### src/rtl/unsigned_double_word_alu_top_defines.svh
// Assertion macros shared by the unsigned double-word ALU.
`ifndef UNSIGNED_DOUBLE_WORD_ALU_TOP_DEFINES_SVH
`define UNSIGNED_DOUBLE_WORD_ALU_TOP_DEFINES_SVH

// Checks that the consequent holds in the same cycle as the antecedent.
`define UDW_ASSERT_NOW(lbl, ante, cons) \
    lbl: assert property (@(posedge i_clk) disable iff (!i_rst_n) (ante) |-> (cons)) \
        else $error("udw assertion failed");

// Checks that the consequent holds in the cycle after the antecedent.
`define UDW_ASSERT_NEXT(lbl, ante, cons) \
    lbl: assert property (@(posedge i_clk) disable iff (!i_rst_n) (ante) |=> (cons)) \
        else $error("udw assertion failed");

`endif

### src/rtl/udw_pkg.sv
// Shared types and constants of the unsigned double-word ALU.
package udw_pkg;

    localparam int HALF_W     = 32;
    localparam int WORD_W     = 2 * HALF_W;
    localparam int PORT_W     = 64;
    localparam int KIND_W     = 4;
    localparam int DIV_CNT_W  = $clog2(WORD_W);
    localparam int FIFO_DEPTH = 2;
    localparam int FIFO_PTR_W = $clog2(FIFO_DEPTH);
    localparam int FIFO_CNT_W = $clog2(FIFO_DEPTH + 1);

    // Operation codes as they arrive on the request channel.
    typedef enum logic [KIND_W-1:0] {
        OP_ADD = 4'd0,
        OP_SUB = 4'd1,
        OP_MUL = 4'd2,
        OP_DIV = 4'd3,
        OP_MOD = 4'd4,
        OP_MIN = 4'd5,
        OP_MAX = 4'd6,
        OP_EQ  = 4'd7,
        OP_INC = 4'd8,
        OP_DEC = 4'd9
    } t_op;

    // One classified operation waiting for the execution side.
    typedef struct packed {
        logic              op_ok;
        t_op               op;
        logic              b_zero;
        logic [WORD_W-1:0] a;
        logic [WORD_W-1:0] b;
    } t_item;

    // Occupancy of the execution side, for checking.
    typedef struct packed {
        logic div_busy;
        logic s1_valid;
        logic s2_valid;
        logic out_valid;
    } t_back_status;

endpackage

### src/rtl/udw_req_if.sv
// Request and response channel interfaces of the unsigned double-word ALU.
interface udw_req_if;
    logic        valid;
    logic        ready;
    logic [3:0]  kind;
    logic [63:0] a_value;
    logic [63:0] b_value;

    modport source (output valid, output kind, output a_value, output b_value, input ready);
    modport sink   (input valid, input kind, input a_value, input b_value, output ready);
endinterface


### src/rtl/udw_front.sv
// Front end: accepts requests, decodes the operation and registers the item.
module udw_front
    import udw_pkg::*;
(
    input  logic          i_clk,
    input  logic          i_rst_n,
    udw_req_if.sink       i_req,
    output logic          o_valid,
    output t_item         o_item,
    input  logic          i_full
);

    logic  r_valid;
    t_item r_item;
    t_item n_item;
    logic  req_take;

    // A new transaction is taken when the stage is empty or drains this cycle.
    assign i_req.ready = !r_valid || !i_full;
    assign req_take    = i_req.valid && i_req.ready;

    // Decode the operation and mask the operands to the word width.
    always_comb begin
        n_item.op_ok  = (i_req.kind <= KIND_W'(OP_DEC));
        n_item.op     = n_item.op_ok ? t_op'(i_req.kind) : OP_ADD;
        n_item.a      = i_req.a_value[WORD_W-1:0];
        n_item.b      = i_req.b_value[WORD_W-1:0];
        n_item.b_zero = (n_item.b == '0);
    end

    // Holding register toward the queue.
    always_ff @(posedge i_clk) begin
        if (!i_rst_n) begin
            r_valid <= 1'b0;
        end else if (req_take) begin
            r_valid <= 1'b1;
        end else if (!i_full) begin
            r_valid <= 1'b0;
        end
        if (req_take) begin
            r_item <= n_item;
        end
    end

    assign o_valid = r_valid;
    assign o_item  = r_item;

endmodule

### src/flat_wrapper.sv
// flat-port wrapper written by rule: the top's interface ports become plain ports
module udw_front_flat import udw_pkg::*;
  (i_clk, i_rst_n, o_valid, o_item, i_full, i_req_valid, i_req_kind, i_req_a_value, i_req_b_value, i_req_ready);
  udw_req_if i_req_i ();
  input  logic i_clk;
  input  logic i_rst_n;
  output logic o_valid;
  output t_item o_item;
  input  logic i_full;
  input wire logic [$bits(i_req_i.valid)-1:0] i_req_valid;
  input wire logic [$bits(i_req_i.kind)-1:0] i_req_kind;
  input wire logic [$bits(i_req_i.a_value)-1:0] i_req_a_value;
  input wire logic [$bits(i_req_i.b_value)-1:0] i_req_b_value;
  output wire logic [$bits(i_req_i.ready)-1:0] i_req_ready;
  assign i_req_i.valid = i_req_valid;
  assign i_req_i.kind = i_req_kind;
  assign i_req_i.a_value = i_req_a_value;
  assign i_req_i.b_value = i_req_b_value;
  assign i_req_ready = i_req_i.ready;
  udw_front u_core (.i_clk(i_clk), .i_rst_n(i_rst_n), .i_req(i_req_i), .o_valid(o_valid), .o_item(o_item), .i_full(i_full));
endmodule
### config.mk
export PLATFORM = sky130hd
export DESIGN_NAME = udw_front_flat
export DESIGN_NICKNAME = d
export VERILOG_FILES = /design/src/rtl/unsigned_double_word_alu_top_defines.svh /design/src/rtl/udw_pkg.sv /design/src/rtl/udw_req_if.sv /design/src/rtl/udw_front.sv /design/src/flat_wrapper.sv
export SDC_FILE = /design/constraint.sdc
export NUM_CORES = 1
export LEC_CHECK = 0
export ABC_AREA = 0
export BUFFER_PORTS_ARGS = -buffer_cell sky130_fd_sc_hd__clkbuf_2
export CAP_MARGIN = 20
export CORE_MARGIN = 1.5
export CORE_UTILIZATION = 38
export DETAILED_ROUTE_END_ITERATION = 8
export PLACE_DENSITY = 0.87
export SYNTH_ARGS = -nofsm -noshare
export SYNTH_HDL_FRONTEND = slang
export SYNTH_SLANG_ARGS = --single-unit
export TNS_END_PERCENT = 10
### constraint.sdc
create_clock -name i_clk -period 4.15 [get_ports i_clk]
set_clock_uncertainty 0.15 [all_clocks]
set_input_delay 0.6225 -clock i_clk [delete_from_list [all_inputs] [get_ports i_clk]]
set_output_delay 0.6225 -clock i_clk [all_outputs]
set_load 0.01 [all_outputs]
## Word level (Yosys, flattened, before mapping)

Cells that the tools add are included.

| operators by class | value |
|---|---|
| reductions and logical operators | 5 |
| order comparisons | 1 |
| eq/ne operators | 1 |
| muxes and demuxes | 2 |

Operator list:

| kind | number |
|---|---|
| $logic_not A64 Y1 | 1 |
| $le A4 B4 Y1 const B | 1 |
| $logic_not A1 Y1 | 2 |
| $mux W1 | 2 |
| $ne A2 B1 Y1 const B | 1 |
| $logic_and A1 B1 Y1 | 1 |
| $logic_or A1 B1 Y1 | 1 |

| storage, ports and cells | value |
|---|---|
| output and inout bits | 136 |
| register bits | 135 |
| word-level logic and storage cells | 15 |
| input bits | 136 |

## Logic depth before layout (Yosys ltp)

Gate-level depths: netlist of run 1.

| logic depth | value |
|---|---|
| depth in word-level cells | 4 |
| depth in mapped cells | 3 |
| mapped depth without buffers | 3 |

## Worst setup path before layout of run 1

OpenSTA, ideal clock, no wires.

| path | value |
|---|---|
| path type | input to register |
| start point | input i_full |
| end point | register u_core.r_item, in the netlist u_core.o_item[0] (enable) |
| library setup time | 0.510 ns |
| cell stages on the path | 2 |
| data required time | 3.490 ns |
| arrival | 3.854 ns |
| buffers on the path | 0 |
| path slack | -0.364 ns |
| path through | nand2_1 > and2_1 |

| between the ends | value |
|---|---|
| longest elaborated chain between the ends | 3 |

Ends and longest elaborated chain:

| item | RTL line | RTL |
|---|---|---|
| from (decl) | flat_wrapper.sv:9 | `input logic i_full;` |
| $logic_not A1 Y1 | udw_front.sv:19 | `assign i_req.ready = !r_valid \|\| !i_full;` |
| $logic_or A1 B1 Y1 | udw_front.sv:19 |  |
| $logic_and A1 B1 Y1 | udw_front.sv:20 | `assign req_take = i_req.valid && i_req.ready;` |
| via u_core.req_take | udw_front.sv:16 | `logic req_take;` |
| to (signal assigned) | udw_front.sv:41 | `r_item <= n_item;` |
| to (decl) | udw_front.sv:14 | `t_item r_item;` |

The timed path passes the listed nets, and every way through them passes these cells.
A chain may end at the register's enable or synchronous reset.

## Worst setup path in the final report of run 1

| path | value |
|---|---|
| start point | register u_core.r_valid, in the netlist u_core.o_valid |
| end point | register u_core.r_item, in the netlist u_core.o_item[4] (enable) |

| between the ends | value |
|---|---|
| longest elaborated chain between the ends | 3 |

Ends and longest elaborated chain:

| item | RTL line | RTL |
|---|---|---|
| from (decl) | udw_front.sv:13 | `logic r_valid;` |
| from (signal assigned) | udw_front.sv:34 | `r_valid <= 1'b0;` |
| from (signal assigned) | udw_front.sv:36 | `r_valid <= 1'b1;` |
| from (signal assigned) | udw_front.sv:38 | `r_valid <= 1'b0;` |
| $logic_not A1 Y1 | udw_front.sv:19 |  |
| $logic_or A1 B1 Y1 | udw_front.sv:19 |  |
| $logic_and A1 B1 Y1 | udw_front.sv:20 |  |
| via u_core.req_take | udw_front.sv:16 |  |

The timed path passes the listed nets, and every way through them passes these cells.

==> results.py, run 1 <==
metrics = {
    "floorplanning": {
        "die_y_um": 109,
        "die_w_um": 109,
        "dieArea_um2": 11800,
        "core_um2": 10800,
        "ioPinCount": 272,
        "rows": 38,
        "start_util": 0.391,
    },
    "finish": {
        "fin_nets": 592,
        "drive_above_1_share": 0.652,
        "final_common_cell": "clkbuf_2",
        "regArea_um2": 4040,
        "nFillCells": 821,
        "diodes": 0,
        "multi_input_area_um2": 199,
        "mostFrequentLayoutCells": "clkbuf_2, edfxtp_1, clkbuf_16",
        "area_growth_pct": 51.3,
    },
    "global_routing": {
        "grt_use_total": 0.176,
        "antenna_found_initial": 0,
        "gr-total-overflow": 0,
        "grt_pass1_vias": 2774,
        "grt_pass1_wl_mm": 14.4,
        "grt_max_degree": 74,
    },
    "synthesis": {
        "synth_area_leaders": "edfxtp_1, nor4_1, nand4_1",
        "muxShareOfSynthArea": 0,
        "synthAdderAreaFrac": 0,
        "netlist_instances": 165,
        "synth-compound-area-share": 0.00236,
        "yosys.area.top_type_share": 0.949,
        "synth.avg_cell_area_um2": 25.7,
        "synth_simple_gate_area_share": 0.0440,
        "synth.cell_area_um2": 4240,
        "synth_top_family_by_area": "simple AND/OR/NAND/NOR gates",
        "ys_ff_latch": 135,
        "netlist-cell-type-count": 11,
        "seq_area_frac_synth": 0.954,
        "syn_nets": 301,
        "yosysWarnings": 0,
        "synthXorXnorAreaFrac": 0,
        "synth_area_leader_cell": "edfxtp_1",
    },
    "clocking": {
        "cts_tree": "built",
        "cts_made_buffers": 17,
        "root_buffer": "clkbuf_8",
        "clock_latency_ns": 0.51,
        "hold_buffers": 0,
        "post_cts_resized": 0,
        "post_cts_buffers": 0,
        "clkTransAtPathRegs_ns": 0.06,
        "clock-sinks": 135,
        "cts.path.max_buffers": 2,
        "htreeDepth": 4,
    },
    "worst_hold_path": {
        "worstHoldStart": "i_req_a_value[26]",
        "hold_depth": 1,
        "holdCritPathClass": "input pin to register",
        "worstHoldEndpoint": "u_core.o_item[90]",
    },
    "worst_setup_path": {
        "crit_chain": "nand2_1 > and2_4 > buf_12",
        "end_kind": "register",
        "r2r_setup_slack_ns": 2.09,
        "cpMaxStageDelayCell": "and2_4",
        "start_kind": "register",
        "cp.required_ns": 4.17,
        "crit_fanout": 73,
        "cp_slowest_stage_delay_ns": 0.66,
        "reg2regPathDepth": 3,
        "arrival_ns": 2.09,
        "critPathKind": "register to register",
        "reg2reg_to": "u_core.o_item[4]",
        "r2r_start": "u_core.o_valid",
    },
    "timing": {
        "fin_ws_ns": 2.09,
        "max_freq_mhz": 485,
        "fin_crit_sh": 0.497,
        "rsz0062_at_grt": "false",
        "hold_viol_final": 0,
        "report.final.slew_viol_count": 0,
        "worstMarginPinSlew_ns": 0.804,
        "setup_viol": 0,
        "min_period_ns": 2.06,
        "slew_headroom": 0.464,
        "final.setup.tns_ns": 0,
    },
    "detailed_routing": {
        "postRouteAntennaNets": 0,
        "wl_met2_mm": 5.55,
        "num_vias": 2795,
        "drt-met1-wl_mm": 3.65,
        "post-route-drc-count": 0,
        "wire_per_inst_um": 17.2,
        "drt-initial-drc-count": 160,
        "dr.pass1.iters": 4,
        "finalWirelength_mm": 10.4,
        "met3_length_mm": 1.09,
        "vias_per_cell": 4.60,
        "topRoutingLayerUsed": "met4",
    },
    "power": {
        "irDropWorstVdd_mv": 0.394,
        "p_leak_nw": 2.77,
        "p_per_area_nw_per_um2": 532,
    },
    "place": {
        "dp_hpwl_mm": 8.11,
        "gp_congestion": 0.746,
        "pre_cts_ws_ns": 1.70,
        "io_buffers": 271,
    },
    "job": {
        "max_cap_viol_count": 0,
    },
    "run_status": {
        "status": "finished, final reports clean",
    },
}
## power breakdown
group          switching (mW)  internal [mW]
sequential             0.0230           1.60
combinational           0.136         0.0992
clock                   0.528           1.03
## kinds of logic (layout without fill, tap and decap cells)
| kind of cell | after synthesis | in the layout |
|---|---|---|
| buffers and inverters | 0 | 303 |
| AOI/OAI and AO/OA | 2 | 2 |
| and+or+nand+nor | 28 | 28 |
| DFF | 135 | 135 |
## sequential cells by signal, summed over array words and instances (netlist names)
name / count
u_core.o_item: 134
u_core.o_valid: 1
## cell usage after synthesis
master,n
nand4_1,4
and2_1,2
edfxtp_1,134
nor4_2,2
o21ai_0,1
nor3b_1,1
dfxtp_1,1
nor2b_1,3
a21oi_1,1
nor4_1,15
nand2_1,1
## worst max-delay path: cells and delay by family, from the launching register on
kind	cells	cell delay [ns]
and+or+nand+nor	2	0.74
buffers and inverters	1	0.40
DFF	1	0.33
## metal layers
layer  global-route usage  up-vias
met2                0.305      168
met5                    0        -
met3               0.0795       12
met4               0.0818        0
li1                     -     1281
met1                0.181     1334
## final cells by class
| type | instances | area share |
|---|---|---|
| timing repair buffer | 272 | 0.214 |
| clock inverter | 13 | 0.0320 |
| clock buffer | 18 | 0.0651 |
| multi-input combinational | 30 | 0.0310 |
| tap | 140 | 0.0273 |
| sequential | 135 | 0.630 |
## how the worst max path moves through the flow
stage                                    to  slack [ns]            from  cells past startpoint
final                      u_core.o_item[4]        2.09  u_core.o_valid                      3
after global routing      u_core.o_item[57]        1.95  u_core.o_valid                      3
after floorplan            u_core.o_item[0]        1.14          i_full                      2
after global placement    u_core.o_item[10]        1.77          i_full                      4
after detailed placement   u_core.o_item[4]        1.70          i_full                      4
after CTS                 u_core.o_item[60]        2.10  u_core.o_valid                      3
## metrics by stage
stage | instance area [um2] | power, mW | hold slack, ns | util | instances
after floorplan | 4240 | 1.72 | 0.396 | - | 165
after detailed placement | 5790 | 1.89 | 0.399 | 0.535 | 577
after CTS | 6420 | 3.45 | 0.101 | 0.592 | 608
after global placement | 5790 | 1.88 | 0.367 | 0.535 | 577
final | 6420 | 3.41 | 0.133 | 0.592 | 608
after global routing | 6420 | 3.53 | 0.0965 | 0.592 | 608
Power figures use the tool's default switching activity.
==> inputs of run 2 (changes only) <==
Settings changed: CORE_AREA set to 2 2 107 109, CORE_MARGIN 1.5 to not set, CORE_UTILIZATION 38 to not set, DIE_AREA set to 0 0 109 111, PLACE_DENSITY 0.87 to 0.85.
Clock period 4.15 ns to 2.03 ns, I/O delays scaled along.
==> results.py, run 2 <==
metrics = {
    "synthesis": {
        "synth_edf_count": 134,
        "seq_area_frac_synth": 0.954,
        "yosysWarnings": 0,
        "ys_ff_latch": 135,
        "synth_area_leaders": "edfxtp_1, nor4_1, nand4_1",
        "synth_area_leader_cell": "edfxtp_1",
        "yosysMostFrequentCell": "edfxtp_1",
        "ys.flop_type": "edfxtp_1",
        "synth.avg_cell_area_um2": 25.7,
        "yosys.area.top_type_share": 0.949,
        "netlist-cell-type-count": 11,
        "syn_nets": 301,
        "ys_async_sr_fraction": 0,
        "synth.cell_area_um2": 4240,
        "synthTopCellsByCount": "edfxtp_1, nor4_1, nand4_1, nor2b_1",
        "netlist_instances": 165,
    },
    "floorplanning": {
        "rows": 39,
        "ioPinCount": 272,
        "start_util": 0.383,
        "die_y_um": 111,
        "die_w_um": 109,
    },
    "run_status": {
        "status": "did not finish",
        "tool.error": "[ERROR RSZ-0060] Max buffer count reached.",
        "failed_stage": "clock tree synthesis",
    },
    "clocking": {
        "cts.path.max_buffers": 2,
        "post_cts_resized": 0,
        "hold_buffers": 124,
        "clock-sinks": 135,
        "post_cts_buffers": 0,
        "htreeDepth": 4,
        "root_buffer": "clkbuf_16",
        "cts_made_buffers": 17,
    },
    "place": {
        "gp_congestion": 0.748,
        "io_buffers": 271,
        "dp_hpwl_mm": 8.23,
    },
}
[run 2: cell counts after synthesis]
No cell type changed its count.
[run 2: cells by family after synthesis]
kind of cell | Yosys count | share of synthesized area
and+or+nand+nor | 28 | 0.0440
DFF | 135 | 0.954
AOI/OAI and AO/OA | 2 | 0.00236
[run 2: through the flow]
stage | hold slack (ns) | setup WS (ns) | instances | cell area, um2 | utilization
2_1_floorplan | 0.253 | 0.0330 | 165 | 4250 | -
3_3_place_gp | 0.332 | 0.322 | 585 | 5850 | 0.528
3_5_place_dp | 0.333 | 0.278 | 585 | 5850 | 0.528
==> inputs of run 3 (changes only) <==
Settings changed: CORE_AREA 2 2 107 109 to not set, CORE_MARGIN set to 1.5, CORE_UTILIZATION set to 40, DIE_AREA 0 0 109 111 to not set, PLACE_DENSITY 0.85 to not set, PLACE_DENSITY_LB_ADDON set to 0.15.
==> results.py, run 3 <==
metrics = {
    "run_status": {
        "status": "did not finish",
        "failed_stage": "clock tree synthesis",
        "tool.error": "[ERROR RSZ-0060] Max buffer count reached.",
    },
    "clocking": {
        "root_buffer": "clkbuf_8",
        "post_cts_buffers": 0,
        "hold_buffers": 123,
        "post_cts_resized": 0,
        "htreeDepth": 4,
        "cts.path.max_buffers": 2,
        "cts_made_buffers": 17,
        "clock-sinks": 135,
    },
    "place": {
        "gp_congestion": 0.707,
        "dp_hpwl_mm": 8.12,
        "io_buffers": 271,
        "pre_cts_ws_ns": 0.370,
    },
    "synthesis": {
        "netlist_instances": 165,
        "seq_area_frac_synth": 0.954,
        "netlist-cell-type-count": 11,
        "syn_nets": 301,
        "synth.avg_cell_area_um2": 25.7,
        "synth_area_leaders": "edfxtp_1, nor4_1, nand4_1",
        "yosysMostFrequentCell": "edfxtp_1",
        "synth.cell_area_um2": 4240,
        "yosys.area.top_type_share": 0.949,
        "synth_edf_count": 134,
        "ys.flop_type": "edfxtp_1",
        "synth_area_leader_cell": "edfxtp_1",
        "ys_async_sr_fraction": 0,
        "ys_ff_latch": 135,
        "synthTopCellsByCount": "edfxtp_1, nor4_1, nand4_1, nor2b_1",
        "yosysWarnings": 0,
    },
    "floorplanning": {
        "die_w_um": 106,
        "ioPinCount": 272,
        "start_util": 0.411,
        "die_y_um": 106,
        "rows": 37,
    },
}
-- run 3: cell counts after synthesis --
No cell type changed its count.
-- run 3: cell families after synthesis --
family | Yosys count | synth area share
DFF | 135 | 0.954
AOI/OAI and AO/OA | 2 | 0.00236
and+or+nand+nor | 28 | 0.0440
-- run 3: per-stage QoR --
stage | cell area (um2) | hold slack (ns) | instances
3_3_place_gp | 5850 | 0.331 | 577
3_5_place_dp | 5850 | 0.333 | 577
2_1_floorplan | 4250 | 0.253 | 165
